## src/rtl/core/asn1tlv_pkg.sv

```systemverilog
// Shared types, status codes and tag tables for the ASN.1 tag-length header parser.
package asn1tlv_pkg;

	typedef enum logic [1:0] {
		PH_IDLE,
		PH_INNER,
		PH_LEN,
		PH_LENBYTES
	} phase_t;

	typedef logic [2:0] status_t;

	localparam status_t ST_OK            = 3'd0;
	localparam status_t ST_SHORT_DATA    = 3'd1;
	localparam status_t ST_UNKNOWN_TYPE  = 3'd2;
	localparam status_t ST_BAD_LENGTH    = 3'd3;
	localparam status_t ST_LENGTH_BIG    = 3'd4;
	localparam status_t ST_CTX_MISMATCH  = 3'd5;
	localparam status_t ST_TYPE_MISMATCH = 3'd6;

	localparam logic [1:0] CLASS_UNIVERSAL = 2'b00;
	localparam logic [1:0] CLASS_CONTEXT   = 2'b10;
	localparam logic [7:0] LEN_INVALID     = 8'h7F;
	localparam logic [7:0] LEN_SHORT_MAX   = 8'd126;
	localparam logic [6:0] LEN_LONG_MAX    = 7'd8;
	localparam logic [31:0] BUF_MIN        = 32'd2;

	typedef struct packed {
		phase_t      phase;
		logic [31:0] buf_left;
		logic [3:0]  hdr_cnt;
		logic [3:0]  len_left;
		logic [63:0] len_acc;
		logic [7:0]  held_type;
		logic [7:0]  held_ctx;
		logic [7:0]  exp_ctx;
		logic [7:0]  exp_type;
	} parse_state_t;

	typedef struct packed {
		status_t     status;
		logic [7:0]  tag_type;
		logic [7:0]  context_tag;
		logic [3:0]  header_length;
		logic [63:0] content_length;
	} result_t;

	// Universal types the parser recognises.
	function automatic logic known_universal(input logic [7:0] t);
		logic hit;
		case (t) inside
			8'h02, 8'h03, 8'h04, 8'h05, 8'h06, 8'h0C,
			8'h13, 8'h16, 8'h17, 8'h18, 8'h30, 8'h31: hit = 1'b1;
			default:                                  hit = 1'b0;
		endcase
		return hit;
	endfunction

endpackage

```

## src/rtl/core/asn1tlv_step.sv

```systemverilog
// Per-byte decode logic: current parse state and one byte in, next state and result out.
module asn1tlv_step (
	input  asn1tlv_pkg::parse_state_t cur,
	input  logic [7:0]                data_byte,
	input  logic                      start_req,
	input  logic [31:0]               available_bytes,
	input  logic [7:0]                want_context,
	input  logic [7:0]                want_type,
	output asn1tlv_pkg::parse_state_t nxt,
	output logic                      res_valid,
	output asn1tlv_pkg::result_t      res
);

	logic                 emit_now;
	logic                 do_finish;
	asn1tlv_pkg::status_t emit_status;
	asn1tlv_pkg::status_t fin_status;
	asn1tlv_pkg::status_t final_status;
	logic [6:0]           n_bytes;
	logic [32:0]          hdr_ext;
	logic [32:0]          buf_ext;
	logic [31:0]          room;
	logic                 short_room;

	always_comb begin
		nxt         = cur;
		emit_now    = 1'b0;
		do_finish   = 1'b0;
		emit_status = asn1tlv_pkg::ST_OK;
		n_bytes     = data_byte[6:0];
		hdr_ext     = '0;
		buf_ext     = '0;

		if (start_req) begin
			nxt.buf_left  = available_bytes;
			nxt.exp_ctx   = want_context;
			nxt.exp_type  = want_type;
			nxt.hdr_cnt   = 4'd0;
			nxt.len_left  = 4'd0;
			nxt.len_acc   = '0;
			nxt.held_type = 8'd0;
			nxt.held_ctx  = 8'd0;
			buf_ext       = {1'b0, available_bytes};
			if (available_bytes < asn1tlv_pkg::BUF_MIN) begin
				emit_now    = 1'b1;
				emit_status = asn1tlv_pkg::ST_SHORT_DATA;
			end else begin
				nxt.hdr_cnt = 4'd1;
				// Length byte sits at offset one: needs a buffer of at least two.
				hdr_ext     = 33'd2;
				if (data_byte[7:6] == asn1tlv_pkg::CLASS_UNIVERSAL) begin
					if (!asn1tlv_pkg::known_universal(data_byte)) begin
						emit_now    = 1'b1;
						emit_status = asn1tlv_pkg::ST_UNKNOWN_TYPE;
					end else begin
						nxt.held_type = data_byte;
						nxt.phase     = asn1tlv_pkg::PH_LEN;
					end
				end else if (data_byte[7:6] == asn1tlv_pkg::CLASS_CONTEXT) begin
					nxt.held_ctx = data_byte;
					if (data_byte[5]) begin
						nxt.phase = asn1tlv_pkg::PH_INNER;
					end else begin
						nxt.phase = asn1tlv_pkg::PH_LEN;
					end
				end else begin
					nxt.held_type = data_byte;
					nxt.phase     = asn1tlv_pkg::PH_LEN;
				end
			end
		end else begin
			buf_ext = {1'b0, cur.buf_left};
			case (cur.phase)
				asn1tlv_pkg::PH_INNER: begin
					nxt.hdr_cnt = cur.hdr_cnt + 4'd1;
					if (!asn1tlv_pkg::known_universal(data_byte)) begin
						emit_now    = 1'b1;
						emit_status = asn1tlv_pkg::ST_UNKNOWN_TYPE;
					end else begin
						nxt.held_type = data_byte;
						hdr_ext       = {29'd0, nxt.hdr_cnt} + 33'd1;
						if (hdr_ext > buf_ext) begin
							emit_now    = 1'b1;
							emit_status = asn1tlv_pkg::ST_SHORT_DATA;
						end else begin
							nxt.phase = asn1tlv_pkg::PH_LEN;
						end
					end
				end
				asn1tlv_pkg::PH_LEN: begin
					nxt.hdr_cnt = cur.hdr_cnt + 4'd1;
					if (data_byte <= asn1tlv_pkg::LEN_SHORT_MAX) begin
						nxt.len_acc = {56'd0, data_byte};
						do_finish   = 1'b1;
					end else if (data_byte == asn1tlv_pkg::LEN_INVALID
							|| data_byte == {1'b1, asn1tlv_pkg::LEN_INVALID[6:0]}) begin
						emit_now    = 1'b1;
						emit_status = asn1tlv_pkg::ST_BAD_LENGTH;
					end else if (n_bytes > asn1tlv_pkg::LEN_LONG_MAX) begin
						emit_now    = 1'b1;
						emit_status = asn1tlv_pkg::ST_LENGTH_BIG;
					end else begin
						hdr_ext = {29'd0, nxt.hdr_cnt} + {26'd0, n_bytes};
						if (hdr_ext > buf_ext) begin
							emit_now    = 1'b1;
							emit_status = asn1tlv_pkg::ST_SHORT_DATA;
						end else begin
							nxt.len_acc = '0;
							if (n_bytes == 7'd0) begin
								do_finish = 1'b1;
							end else begin
								nxt.len_left = n_bytes[3:0];
								nxt.phase    = asn1tlv_pkg::PH_LENBYTES;
							end
						end
					end
				end
				asn1tlv_pkg::PH_LENBYTES: begin
					nxt.hdr_cnt  = cur.hdr_cnt + 4'd1;
					nxt.len_acc  = {cur.len_acc[55:0], data_byte};
					nxt.len_left = cur.len_left - 4'd1;
					if (nxt.len_left == 4'd0) begin
						do_finish = 1'b1;
					end
				end
				default: begin
					// Idle: drop the byte.
				end
			endcase
		end

		// The start byte checks room for the length byte here as well.
		if (start_req && !emit_now && nxt.phase == asn1tlv_pkg::PH_LEN
				&& hdr_ext > buf_ext) begin
			emit_now    = 1'b1;
			emit_status = asn1tlv_pkg::ST_SHORT_DATA;
		end
	end

	// Final checks once the length is known.
	always_comb begin
		room       = nxt.buf_left - {28'd0, nxt.hdr_cnt};
		short_room = (nxt.buf_left < {28'd0, nxt.hdr_cnt})
			|| ({32'd0, room} < nxt.len_acc);
		if (short_room) begin
			fin_status = asn1tlv_pkg::ST_SHORT_DATA;
		end else if (nxt.exp_ctx != 8'd0 && nxt.held_ctx != nxt.exp_ctx) begin
			fin_status = asn1tlv_pkg::ST_CTX_MISMATCH;
		end else if (nxt.exp_type != 8'd0 && nxt.held_type != nxt.exp_type) begin
			fin_status = asn1tlv_pkg::ST_TYPE_MISMATCH;
		end else begin
			fin_status = asn1tlv_pkg::ST_OK;
		end
	end

	assign final_status = emit_now ? emit_status : fin_status;
	assign res_valid    = emit_now || do_finish;

	always_comb begin
		res        = '0;
		res.status = final_status;
		if (final_status == asn1tlv_pkg::ST_OK) begin
			res.tag_type       = nxt.held_type;
			res.context_tag    = nxt.held_ctx;
			res.header_length  = nxt.hdr_cnt;
			res.content_length = nxt.len_acc;
		end
	end

endmodule

```

## src/rtl/core/asn1_tlv_header_parser.sv

```systemverilog
// Top level of the ASN.1 tag-length header parser: input register, decode, result register.
// A byte taken is held in the input register and decoded from there; its result, if any,
//   is captured in the result register and shows on the result port from there.
// Throughput: one byte per cycle unless a held result stalls, set by the single decode pass.
// A held result stalls decoding only while result_stall is high; one more byte is still taken.
// Reset (arst_n low, asynchronous) empties both registers and returns the parser to idle.
module asn1_tlv_header_parser (
	input  logic        clk,
	input  logic        arst_n,
	input  logic        item_valid,
	output logic        item_stall,
	input  logic [7:0]  data_byte,
	input  logic        start_req,
	input  logic [31:0] available_bytes,
	input  logic [7:0]  want_context,
	input  logic [7:0]  want_type,
	output logic        result_valid,
	input  logic        result_stall,
	output logic [2:0]  status,
	output logic [7:0]  tag_type,
	output logic [7:0]  context_tag,
	output logic [3:0]  header_length,
	output logic [63:0] content_length
);

	// Input register: one byte with its start sideband.
	logic        valid_s1;
	logic [7:0]  byte_s1;
	logic        start_s1;
	logic [31:0] avail_s1;
	logic [7:0]  want_ctx_s1;
	logic [7:0]  want_type_s1;

	// Parse state carried from byte to byte.
	asn1tlv_pkg::parse_state_t state_q;
	asn1tlv_pkg::parse_state_t state_nxt;
	asn1tlv_pkg::parse_state_t state_upd;

	// Result register.
	logic                 res_valid_q;
	asn1tlv_pkg::result_t res_q;

	logic                 step_res_valid;
	asn1tlv_pkg::result_t step_res;
	logic                 advance;
	logic                 in_xfer;

	// Decode the held byte when the result register is free or draining this cycle.
	assign advance    = valid_s1 && (!res_valid_q || !result_stall);
	assign item_stall = valid_s1 && !advance;
	assign in_xfer    = item_valid && !item_stall;

	always_ff @(posedge clk or negedge arst_n) begin
		if (!arst_n) begin
			valid_s1 <= 1'b0;
		end else if (in_xfer) begin
			valid_s1 <= 1'b1;
		end else if (advance) begin
			valid_s1 <= 1'b0;
		end
	end

	always_ff @(posedge clk) begin
		if (in_xfer) begin
			byte_s1      <= data_byte;
			start_s1     <= start_req;
			avail_s1     <= available_bytes;
			want_ctx_s1  <= want_context;
			want_type_s1 <= want_type;
		end
	end

	asn1tlv_step u_step (
		.cur             (state_q),
		.data_byte       (byte_s1),
		.start_req       (start_s1),
		.available_bytes (avail_s1),
		.want_context    (want_ctx_s1),
		.want_type       (want_type_s1),
		.nxt             (state_nxt),
		.res_valid       (step_res_valid),
		.res             (step_res)
	);

	// A result returns the parser to idle.
	always_comb begin
		state_upd = state_nxt;
		if (step_res_valid) begin
			state_upd.phase = asn1tlv_pkg::PH_IDLE;
		end
	end

	// Advance the parse state only on a decoded byte.
	always_ff @(posedge clk or negedge arst_n) begin
		if (!arst_n) begin
			state_q <= '0;
		end else if (advance) begin
			state_q <= state_upd;
		end
	end

	always_ff @(posedge clk or negedge arst_n) begin
		if (!arst_n) begin
			res_valid_q <= 1'b0;
		end else if (advance) begin
			res_valid_q <= step_res_valid;
		end else if (!result_stall) begin
			res_valid_q <= 1'b0;
		end
	end

	always_ff @(posedge clk) begin
		if (advance && step_res_valid) begin
			res_q <= step_res;
		end
	end

	assign result_valid   = res_valid_q;
	assign status         = res_q.status;
	assign tag_type       = res_q.tag_type;
	assign context_tag    = res_q.context_tag;
	assign header_length  = res_q.header_length;
	assign content_length = res_q.content_length;

endmodule

```

## config.mk

```make
export PLATFORM = sky130hd
export DESIGN_NAME = asn1_tlv_header_parser
export DESIGN_NICKNAME = d
export VERILOG_FILES = /design/src/rtl/core/asn1tlv_pkg.sv /design/src/rtl/core/asn1tlv_step.sv /design/src/rtl/core/asn1_tlv_header_parser.sv
export SDC_FILE = /design/constraint.sdc
export NUM_CORES = 1
export LEC_CHECK = 0
export BUFFER_PORTS_ARGS = -buffer_cell sky130_fd_sc_hd__buf_2
export CORE_MARGIN = 10
export CORE_UTILIZATION = 55
export DETAILED_ROUTE_END_ITERATION = 8
export GPL_ROUTABILITY_DRIVEN = 0
export PLACE_DENSITY = 0.72
export RECOVER_POWER = 25
export SETUP_SLACK_MARGIN = 0.3
export SLEW_MARGIN = 20
export SYNTH_ARGS = -nofsm -noshare
export SYNTH_HDL_FRONTEND = slang
export SYNTH_SLANG_ARGS = --single-unit
```

## constraint.sdc

```tcl
create_clock -name clk -period 22.7 [get_ports clk]
set_clock_uncertainty 0.15 [all_clocks]
set_input_delay 0 -clock clk [delete_from_list [all_inputs] [get_ports clk]]
set_output_delay 0 -clock clk [all_outputs]
set_load 0.02 [all_outputs]
```

Word level (Yosys, flattened, before mapping)
Cells that the tools add are included.
{"block": "word_totals", "elab_cells": 179, "reg_bits": 284}
{"block": "op_classes", "n_eq_ne": 27, "n_reduce_logical": 29, "magnitude_cmp": 8, "n_mux": 89, "add_sub_neg": 5}
{"op": "two-way mux 68 bit", "n": 3}
{"op": "two-way mux 33 bit", "n": 5}
{"op": "case mux 68 bit (2 select lines)", "n": 1}
{"op": "> comparator 33 x 32 -> 1 bit", "n": 3}
{"op": "two-way mux 80 bit", "n": 1}
{"op": "case mux 33 bit (2 select lines)", "n": 1}
{"op": "< comparator 32 x 64 -> 1 bit", "n": 1}
{"op": "two-way mux 32 bit", "n": 2}
{"op": "two-way mux 64 bit", "n": 1}
{"op": "two-way mux 8 bit", "n": 7}
{"op": "two-way mux 2 bit", "n": 17}
{"op": "two-way mux 3 bit", "n": 11}
{"op": "== test 8 x 5 -> 1 bit, second input constant", "n": 4}
{"op": "< comparator 32 x 2 -> 1 bit, second input constant", "n": 1}
{"op": "< comparator 32 x 4 -> 1 bit", "n": 1}
{"op": "subtractor 32 x 4 -> 32 bit", "n": 1}
{"op": "two-way mux 1 bit", "n": 31}
{"op": "== test 8 x 3 -> 1 bit, second input constant", "n": 3}
{"op": "two-way mux 24 bit", "n": 1}
{"op": "== test 8 x 2 -> 1 bit, second input constant", "n": 2}
{"op": "== test 8 x 6 -> 1 bit, second input constant", "n": 2}
{"op": "two-way mux 16 bit", "n": 1}
{"op": "!= test 8 bit", "n": 2}
{"op": "nonzero test 8 bit", "n": 2}
{"op": "29 further kinds", "n": 54}

Logic depth before layout (Yosys ltp)
Gate-level depths: netlist of run 1.
{"block": "logic_depth", "depth_word": 17, "depth_mapped": 32, "mapped_depth_nobuf": 27}

By module
A second synthesis of run 1 with hierarchy kept.
{"block": "unflattened", "hier_cells": 1471, "hier_area_um2": 16711.0}
{"module": "asn1_tlv_header_parser", "area_per_inst_um2": 10179.8, "n_inst": 1, "cells_each": 448}
{"module": "asn1tlv_step", "area_per_inst_um2": 6531.3, "n_inst": 1, "cells_each": 1023}

Worst setup path before layout of run 1
Ideal clock, no wire load.
{"block": "synth_timing", "path_kind": "reg-to-reg", "start": "register state_q[100] in the netlist's numbering", "end": "register res_q, in the netlist content_length[0] (enable)", "setup_time_ns": 0.533, "arrival_ns": 7.400, "slack_ns": 14.617, "t_required_ns": 22.017, "synth_period_minus_slack_ns": 8.083, "n_path_buf": 1, "stages_incl_launch_ff": 18, "cell_sequence": "dfrtp_1 clkbuf_1 inv_1 ha_1 inv_1 fa_1 a21o_1 a21oi_1 nor2_1 xor2_1 ha_1 nand4b_1 or4_1 a31o_2 o22ai_1 a32oi_1 o21a_1 nor2_1"}
{"block": "synth_via", "elab_chain_cells": 16}
{"element": "start: declaration", "line_no": "asn1_tlv_header_parser.sv:35", "source": "asn1tlv_pkg::parse_state_t state_q;"}
{"element": "start signal: assignment", "line_no": "asn1_tlv_header_parser.sv:98", "source": "state_q <= state_upd;"}
{"element": "adder 4 x 1 -> 4 bit (*)", "line_no": "asn1tlv_step.sv:75, asn1tlv_step.sv:91"}
{"element": "adder 4 x 7 -> 8 bit", "line_no": "asn1tlv_step.sv:103", "source": "hdr_ext = {29'd0, nxt.hdr_cnt} + {26'd0, n_bytes};"}
{"element": "> comparator 33 x 32 -> 1 bit", "line_no": "asn1tlv_step.sv:104", "source": "if (hdr_ext > buf_ext) begin"}
{"element": "two-way mux 1 bit", "line_no": "asn1tlv_step.sv:104"}
{"element": "two-way mux 1 bit", "line_no": "asn1tlv_step.sv:99", "source": "end else if (n_bytes > asn1tlv_pkg::LEN_LONG_MAX) begin"}
{"element": "two-way mux 1 bit", "line_no": "asn1tlv_step.sv:95", "source": "end else if (data_byte == asn1tlv_pkg::LEN_INVALID"}
{"element": "two-way mux 1 bit", "line_no": "asn1tlv_step.sv:92", "source": "if (data_byte <= asn1tlv_pkg::LEN_SHORT_MAX) begin"}
{"element": "case mux 1 bit (2 select lines)", "line_no": "asn1tlv_step.sv:73", "source": "case (cur.phase)"}
{"element": "two-way mux 1 bit", "line_no": "asn1tlv_step.sv:34", "source": "if (start_req) begin"}
{"element": "logical NOT 1 bit", "line_no": "asn1tlv_step.sv:133", "source": "if (start_req && !emit_now && nxt.phase == asn1tlv_pkg::PH_LEN"}
{"element": "logical AND 1 bit (2 in a row)", "line_no": "asn1tlv_step.sv:133"}
{"element": "logical AND 1 bit", "line_no": "asn1tlv_step.sv:134", "source": "&& hdr_ext > buf_ext) begin"}
{"element": "two-way mux 1 bit", "line_no": "asn1tlv_step.sv:133"}
{"element": "logical OR 1 bit (*)", "line_no": "asn1tlv_step.sv:157", "source": "assign res_valid = emit_now || do_finish;"}
{"element": "logical AND 1 bit (*)", "line_no": "asn1_tlv_header_parser.sv:113", "source": "if (advance && step_res_valid) begin"}
{"element": "end signal: assignment", "line_no": "asn1_tlv_header_parser.sv:114", "source": "res_q <= step_res;"}
{"element": "end: declaration", "line_no": "asn1_tlv_header_parser.sv:41", "source": "asn1tlv_pkg::result_t res_q;"}
Mark *: on every way between the ends. The rest lies on a longest branch, timed or not.
A chain may end at the register's enable or synchronous reset.

==> results of run 1 <==
cell usage after synthesis, drive strengths merged, types with 27 or more instances:
master	number
mux2i	35
inv	44
buf	34
xor2	27
ha	69
dfrtp	140
nor3	92
mux2	35
a22oi	61
edfxtp	144
a22o	38
clkbuf	56
nor2	68
xnor2	32
a21oi	37
nand2	179
nor4	29
o21ai	140
routing by layer:
| metal | routed length [um] | up-vias | GRT usage [%] |
|---|---|---|---|
| met5 | 0 | - | 0 |
| met4 | 1295 | 0 | 6.624 |
| met3 | 4042 | 78 | 4.612 |
| met2 | 19150 | 641 | 35.60 |
| met1 | 19110 | 6203 | 34.03 |
| li1 | - | 6018 | - |
sequential cells by signal, indices dropped and copies added (netlist names):
name and count:
status 3, result_valid 1, avail_s1 32, want_type_s1 8
header_length 4, tag_type 8, want_ctx_s1 8, context_tag 8
byte_s1 8, start_s1 1, valid_s1 1, content_length 64
state_q 138
worst max path at each step:
stage                                    to  depth (start not counted)  slack (ps)         start
final                             status[0]                         25       15030  state_q[100]
after global routing              status[0]                         25       14610  state_q[100]
after detailed placement          status[1]                         25       15290  state_q[100]
after CTS                         status[0]                         25       15220  state_q[100]
after floorplan           content_length[0]                         17       14620  state_q[100]
after global placement            status[1]                         25       15540  state_q[100]
metrics by stage:
| stage | cells | power, mW | hold slack [ps] |
|---|---|---|---|
| 2_1_floorplan | 1513 | 1.038 | -445.6 |
| 3_3_place_gp | 1966 | 1.166 | -9.147 |
| 3_5_place_dp | 1966 | 1.184 | -8.873 |
| 4_1_cts | 2140 | 1.688 | 0.2808 |
| 5_1_grt | 2140 | 1.780 | 24.47 |
| 6_report | 2140 | 1.689 | 20.43 |
placed cells by master (no fill, tap or decap), types with 20 or more instances in the layout:
| master | n |
|---|---|
| mux2i_1 | 35 |
| nand3_1 | 20 |
| dfrtp_1 | 140 |
| dlygate4sd3_1 | 119 |
| mux2_2 | 35 |
| xor2_1 | 27 |
| nor2_1 | 67 |
| a22o_1 | 38 |
| clkbuf_16 | 30 |
| edfxtp_1 | 144 |
| xnor2_1 | 32 |
| nor3_1 | 41 |
| a22oi_1 | 61 |
| buf_2 | 86 |
| a21oi_1 | 36 |
| nor4_1 | 27 |
| conb_1 | 35 |
| nor3_2 | 50 |
| clkbuf_1 | 65 |
| nand2_1 | 177 |
| ha_1 | 69 |
| o21ai_0 | 140 |
| nand4_1 | 20 |
| inv_1 | 43 |
power by group:
| group | switching [mW] | leakage (nW) | internal (mW) |
|---|---|---|---|
| sequential | 0.0711 | 3.18 | 0.619 |
| combinational | 0.318 | 3.58 | 0.195 |
| clock | 0.207 | 0.466 | 0.278 |
| total | 0.596 | 7.23 | 1.09 |
cell type report:
type | count | area [sq um]
clock buffer | 33 | 772.0
multi-input combinational | 1095 | 7491
sequential | 284 | 7828
clock inverter | 21 | 192.7
timing repair buffer | 285 | 2006
fill | 2217 | 9084
tap | 378 | 473.0
inverter | 44 | 165.2
kinds of logic after synthesis:
family,count (synthesis)
adder cells (fa/ha/maj),71
buffers and inverters,134
AND/OR/NAND/NOR,471
multiplexers,70
flip-flops,284
XOR/XNOR,59
other,1
AO/OA/AOI/OAI,389
repair_timing:
| action | 4_1_cts | 5_1_grt |
|---|---|---|
| endpoints found under the setup margin | 0 | 0 |
| endpoints found under the hold margin | 149 | 0 |
| hold buffers | 120 | 0 |
| setup buffers | 0 | 0 |
worst reg2reg max path, cell delays in order, from the launching register on:
cell and delay [ps]:
dfrtp_1 480, inv_1 140, ha_1 370, inv_1 100, fa_1 440, a21o_1 200, a21oi_1 240, nor2_1 80
xor2_1 150, ha_1 330, nand4b_1 160, or4_1 640, a31oi_1 480, o22ai_4 100, buf_4 350, a22o_1 310
nand2_1 120, ha_1 280, a211oi_1 240, o21ai_0 130, a221oi_1 440, nand4_1 170, a31oi_1 150, and4bb_1 230
nand2b_4 670, o31a_2 380
==> metrics.csv, run 1 <==
stage;metric;value;unit
setup_path;cp-end-kind;flop;
setup_path;regToRegSetupSlack;15030;ps
global_route;antenna_found_initial;0;
yosys;yosysWarnings;0;
run_status;status;finished with violations;
route;routed_wl;43600;um
setup_path;cp-start-kind;flop;
floorplan;die_y;189.4;um
sta;worst_pin_slew;2533;ps
floorplan;start_util;56.32;%
place;post_dp_cell_area;0.01682;sq mm
route;drc_errors;0;
sta;finalWorstSetupSlack;15030;ps
setup_path;cp_top_family;compound AO/OA/AOI/OAI gates;
setup_path;cpPeakStageDelay;670;ps
floorplan;rows;61;
sta;slew_viol_final;40;
cts;cts_max_level;1;
yosys;yosysUniqueCellTypes;87;
place;place_hpwl;29210;um
run;drv_cap;1;
setup_path;crit_path_frequent_cell;ha_1;
sta;hold_viol;0;
yosys;synthXorXnorAreaFrac;3.276;%
layout;drive_above_1_share;14.81;%
sta;rsz0062_at_grt;no;
layout;utilization;67.57;%
route;drt_pass1_iterations;5;
sta;post-route-min-period;7673;ps
cts;cts_made_buffers;29;
sta;fmax;0.1303;GHz
place;portBuffers;149;
yosys;synth-compound-area-share;16.60;%
setup_path;arrival;7960;ps
setup_path;path_class;reg2reg;
global_route;grt_pass1_vias;12310;
cts;post_cts_resized;0;
global_route;track_usage;23.66;%
yosys;synth_cells;1479;
cts;insertion_delay;570;ps
place;place_ws;15290;ps
hold_path;hp-class;in2reg;
layout;syn_to_final_growth;19.98;%
power;irDropWorstVdd;0.00007512;V
yosys;synth_top_family_by_area;compound AO/OA/AOI/OAI gates;
global_route;grt_max_degree;91;
setup_path;cp.required;22980;ps
setup_path;cpMaxStageDelayCell;nand2b_4;
route;drtIter0Drc;1716;
yosys;synth-seq-cells;284;
sta;setup_violations;0;
yosys;yosys_most_used_dff;edfxtp_1;
route;vias_per_cell;6.047;
yosys;synth_top_cells_by_area;edfxtp_1 (27%), dfrtp_1 (22%), ha_1 (5.5%), o21ai_0 (4.4%), nand2_1 (4.3%);
run_status;violations;max-capacitance violations, max-slew violations;
layout;diodes;0;
setup_path;r2r-start;state_q[100];
yosys;synth_area_per_cell;10.67;sq um
power;leakagePower;7.229;nW
sta;slew_headroom;-68.85;%
route;ant_nets;0;
floorplan;die_w;189.4;um
setup_path;reg2reg_to;status[0];
global_route;grt_overflow;0;
layout;final_cell_area;0.01893;sq mm
hold_path;worstHoldEndpoint;avail_s1[25];
setup_path;r2r_cells;25;
global_route;grt_pass1_wl;69430;um
floorplan;core;0.02801;sq mm
yosys;syn-cell-area;0.01578;sq mm
setup_path;cp_max_fo;71;
yosys;synthSimpleGateAreaFrac;16.05;%
floorplan;die-area;0.03586;sq mm
hold_path;min_path_cells;2;
yosys;yosysTopAreaCell;edfxtp_1;
floorplan;ioPinCount;150;
cts;cts.sinks;284;
yosys;synth_fa_ha_area_share;5.727;%
layout;fin_nets;1871;
route;wl_per_cell;20.37;um
cts;root_buffer;clkbuf_16;
cts;cts.clk_slew.worst_paths;60;ps
yosys;synth_enable_flop_cells;144;
route;vias;12940;
sta;tns;0;ps
setup_path;cp.buffers_inverters;3;
yosys;async_flop_share;49.30;%
yosys;synth_top_area_share;27.41;%
cts;cts_tree;done;
yosys;yosysSeqAreaShare;49.62;%
cts;cts_buffer_depth;3;
power;power_density;89.24;mW/mm^2
yosys;synthMuxAreaShare;4.719;%
sta;period_share;33.80;%
hold_path;holdCritStartpoint;available_bytes[25];
Note: power is estimated with default switching activity, not from simulation.
==> inputs of run 2 (changes only) <==
- CORE_UTILIZATION: 55 -> 54
- PLACE_DENSITY: 0.72 -> 0.74
- clock period: 22.7 -> 6.7 ns (I/O delays scaled with it)
==> run 2 against run 1 <==
The flow still finishes with violations (max-capacitance violations, max-slew violations). First-iteration DRC count down 13%. Critical path depth up 1. Combinational power rose to 3.6 times the previous value. Clock power rose to 3.5 times the previous value. Utilization down 0.30 points. Worst hold slack worse by 19 ps. Worst setup slack worse by 15000 ps. Sequential cell count unchanged. Non-clock buffer count up 27. Register-to-register slack worse by 15000 ps. Maximum frequency up 23%. Critical endpoint is now content_length[12]. Largest cell class unchanged.
==> metrics.csv, run 2 (synthesized netlist as in run 1, its figures left out) <==
stage;metric;value;unit
setup_path;arrival;6360;ps
route;routed_wl;44640;um
floorplan;start_util;54.81;%
route;ant_nets;0;
floorplan;die_y;190.9;um
layout;drive_above_1_share;20.10;%
power;irDropWorstVdd;0.0002685;V
layout;diodes;0;
power;power;5.892;mW
route;drtIter0Drc;1491;
route;drc_errors;0;
run_status;status;finished with violations;
route;vias;13250;
sta;fmax;0.1605;GHz
sta;slew_headroom;-169.6;%
sta;slew_viol_final;71;
setup_path;cp-start-kind;flop;
setup_path;path_class;reg2reg;
layout;top_register;state_q;
floorplan;ioPinCount;150;
layout;fin_nets;1899;
route;wl_per_cell;20.52;um
setup_path;cp-end-kind;flop;
cts;cts.clk_slew.worst_paths;70;ps
sta;hold-worst-slack;1.410;ps
place;place_ws;62.73;ps
setup_path;cp.required;6830;ps
run;drv_cap;1;
place;dp.cells;2003;
floorplan;die-area;0.03645;sq mm
sta;finalWorstSetupSlack;468.0;ps
route;vias_per_cell;6.091;
sta;setup_violations;0;
global_route;grt_pass1_vias;12550;
setup_path;cp_max_fo;11;
global_route;grt_max_degree;155;
layout;layout_commonest_cell;nand2_1;
power;leakagePower;7.509;nW
power;comb_power_share;31.3;%
layout;largest_reg_flops;138;
cts;cts_made_buffers;30;
power;switching_power;2.060;mW
global_route;antenna_found_initial;0;
sta;worst_pin_slew;4044;ps
cts;cts_buffer_depth;3;
power;power_density;304.3;mW/mm^2
floorplan;core;0.02878;sq mm
cts;cts.sinks;284;
layout;stdcell_count;2175;
global_route;grt_pass1_wl;69940;um
sta;tns;0;ps
hold_path;hp-class;in2reg;
power;intPower;3.832;mW
global_route;grt_overflow;0;
sta;hold_viol;0;
floorplan;die_w;190.9;um
cts;cts_tree;done;
sta;rsz0062_at_grt;yes;
power;clockPowerShare;29.1;%
power;power_frac_seq;39.6;%
layout;layout_common_cells;nand2_1 (178), edfxtp_1 (144), dfrtp_1 (139), o21ai_0 (136), buf_2 (115);
sta;post-route-min-period;6232;ps
layout;syn_to_final_growth;22.72;%
cts;cts_max_level;1;
cts;insertion_delay;560;ps
power;p_sw_share;34.96;%
route;drt_pass1_iterations;7;
place;place_hpwl;30470;um
floorplan;rows;62;
cts;root_buffer;clkbuf_16;
run_status;violations;max-capacitance violations, max-slew violations;
global_route;track_usage;23.67;%
sta;period_share;93.01;%
place;portBuffers;149;
==> run 2: area by class of cell <==
type / count / area [sq um]
Fill cell: 2267 / 9420
Clock inverter: 20 / 198.9
Clock buffer: 36 / 835.8
Timing Repair Buffer: 312 / 2258
Inverter: 44 / 165.2
Multi-Input combinational cell: 1095 / 7592
Sequential cell: 284 / 7829
Tap cell: 384 / 480.5
==> run 2: path summary, 6_finish.rpt <==
path / start / to / slack (ps) / depth (start not counted)
worst max-delay path: state_q[100] / content_length[12] / 470 / 26
worst min-delay path: want_type[7] / want_type_s1[7] / 1 / 2
worst max register to register: state_q[100] / content_length[12] / 470 / 26
worst min register to register: want_type_s1[4] / state_q[4] / 360 / 1
max in group asynchronous: arst_n / state_q[101] / 1720 / 4
min in group asynchronous: arst_n / state_q[113] / 850 / 4
==> run 2: repair_timing <==
action / in CTS / in global routing
endpoints found under the hold margin: 129 / 1
pin swaps: 1 / 8
gates cloned: 1 / 0
gates resized for setup: 8 / 21
endpoints found under the setup margin: 53 / 55
setup buffers: 3 / 10
hold buffers: 101 / 1
==> run 2: power by group through the flow <==
stage | Combinational, mW | Sequential, mW | Clock [mW]
floorplan | 1.16 | 2.36 | 0
detailed placement | 1.70 | 2.35 | 0
finish | 1.84 | 2.33 | 1.71
CTS | 1.77 | 2.32 | 1.74
global route | 2.02 | 2.36 | 1.82
global placement | 1.64 | 2.35 | 0
==> run 2: critical path, cell delays in order, from the launching register on <==
cell and delay (ps):
dfrtp_1 400, inv_2 90, ha_4 290, inv_1 70
fa_1 430, a21o_1 210, a21oi_2 180, nor2_1 70
xor2_1 140, ha_1 300, nand4b_1 160, or4_4 490
a31oi_4 200, o22ai_4 140, buf_4 190, a22o_1 170
nand2_1 130, ha_1 280, a21o_1 200, or4_1 470
a31oi_1 140, o21ai_0 120, nand4_1 100, and4bb_1 260
nand2b_4 190, bufbuf_16 330, nor3_2 40
==> run 2: routing by layer <==
metal	vias to the layer above	track usage, %	part of all wire, %
li1	6068	-	-
met5	-	0	0
met3	78	4.610	10
met2	713	36.44	45
met1	6389	33.94	42
met4	0	5.179	2.0
==> run 2: through the flow <==
step / cell area, sq um / util, %
after global routing: 19360 / 67.27
after CTS: 19260 / 66.93
after global placement: 17100 / 59.42
after detailed placement: 17100 / 59.42
final: 19360 / 67.27
after floorplan: 15930 / -
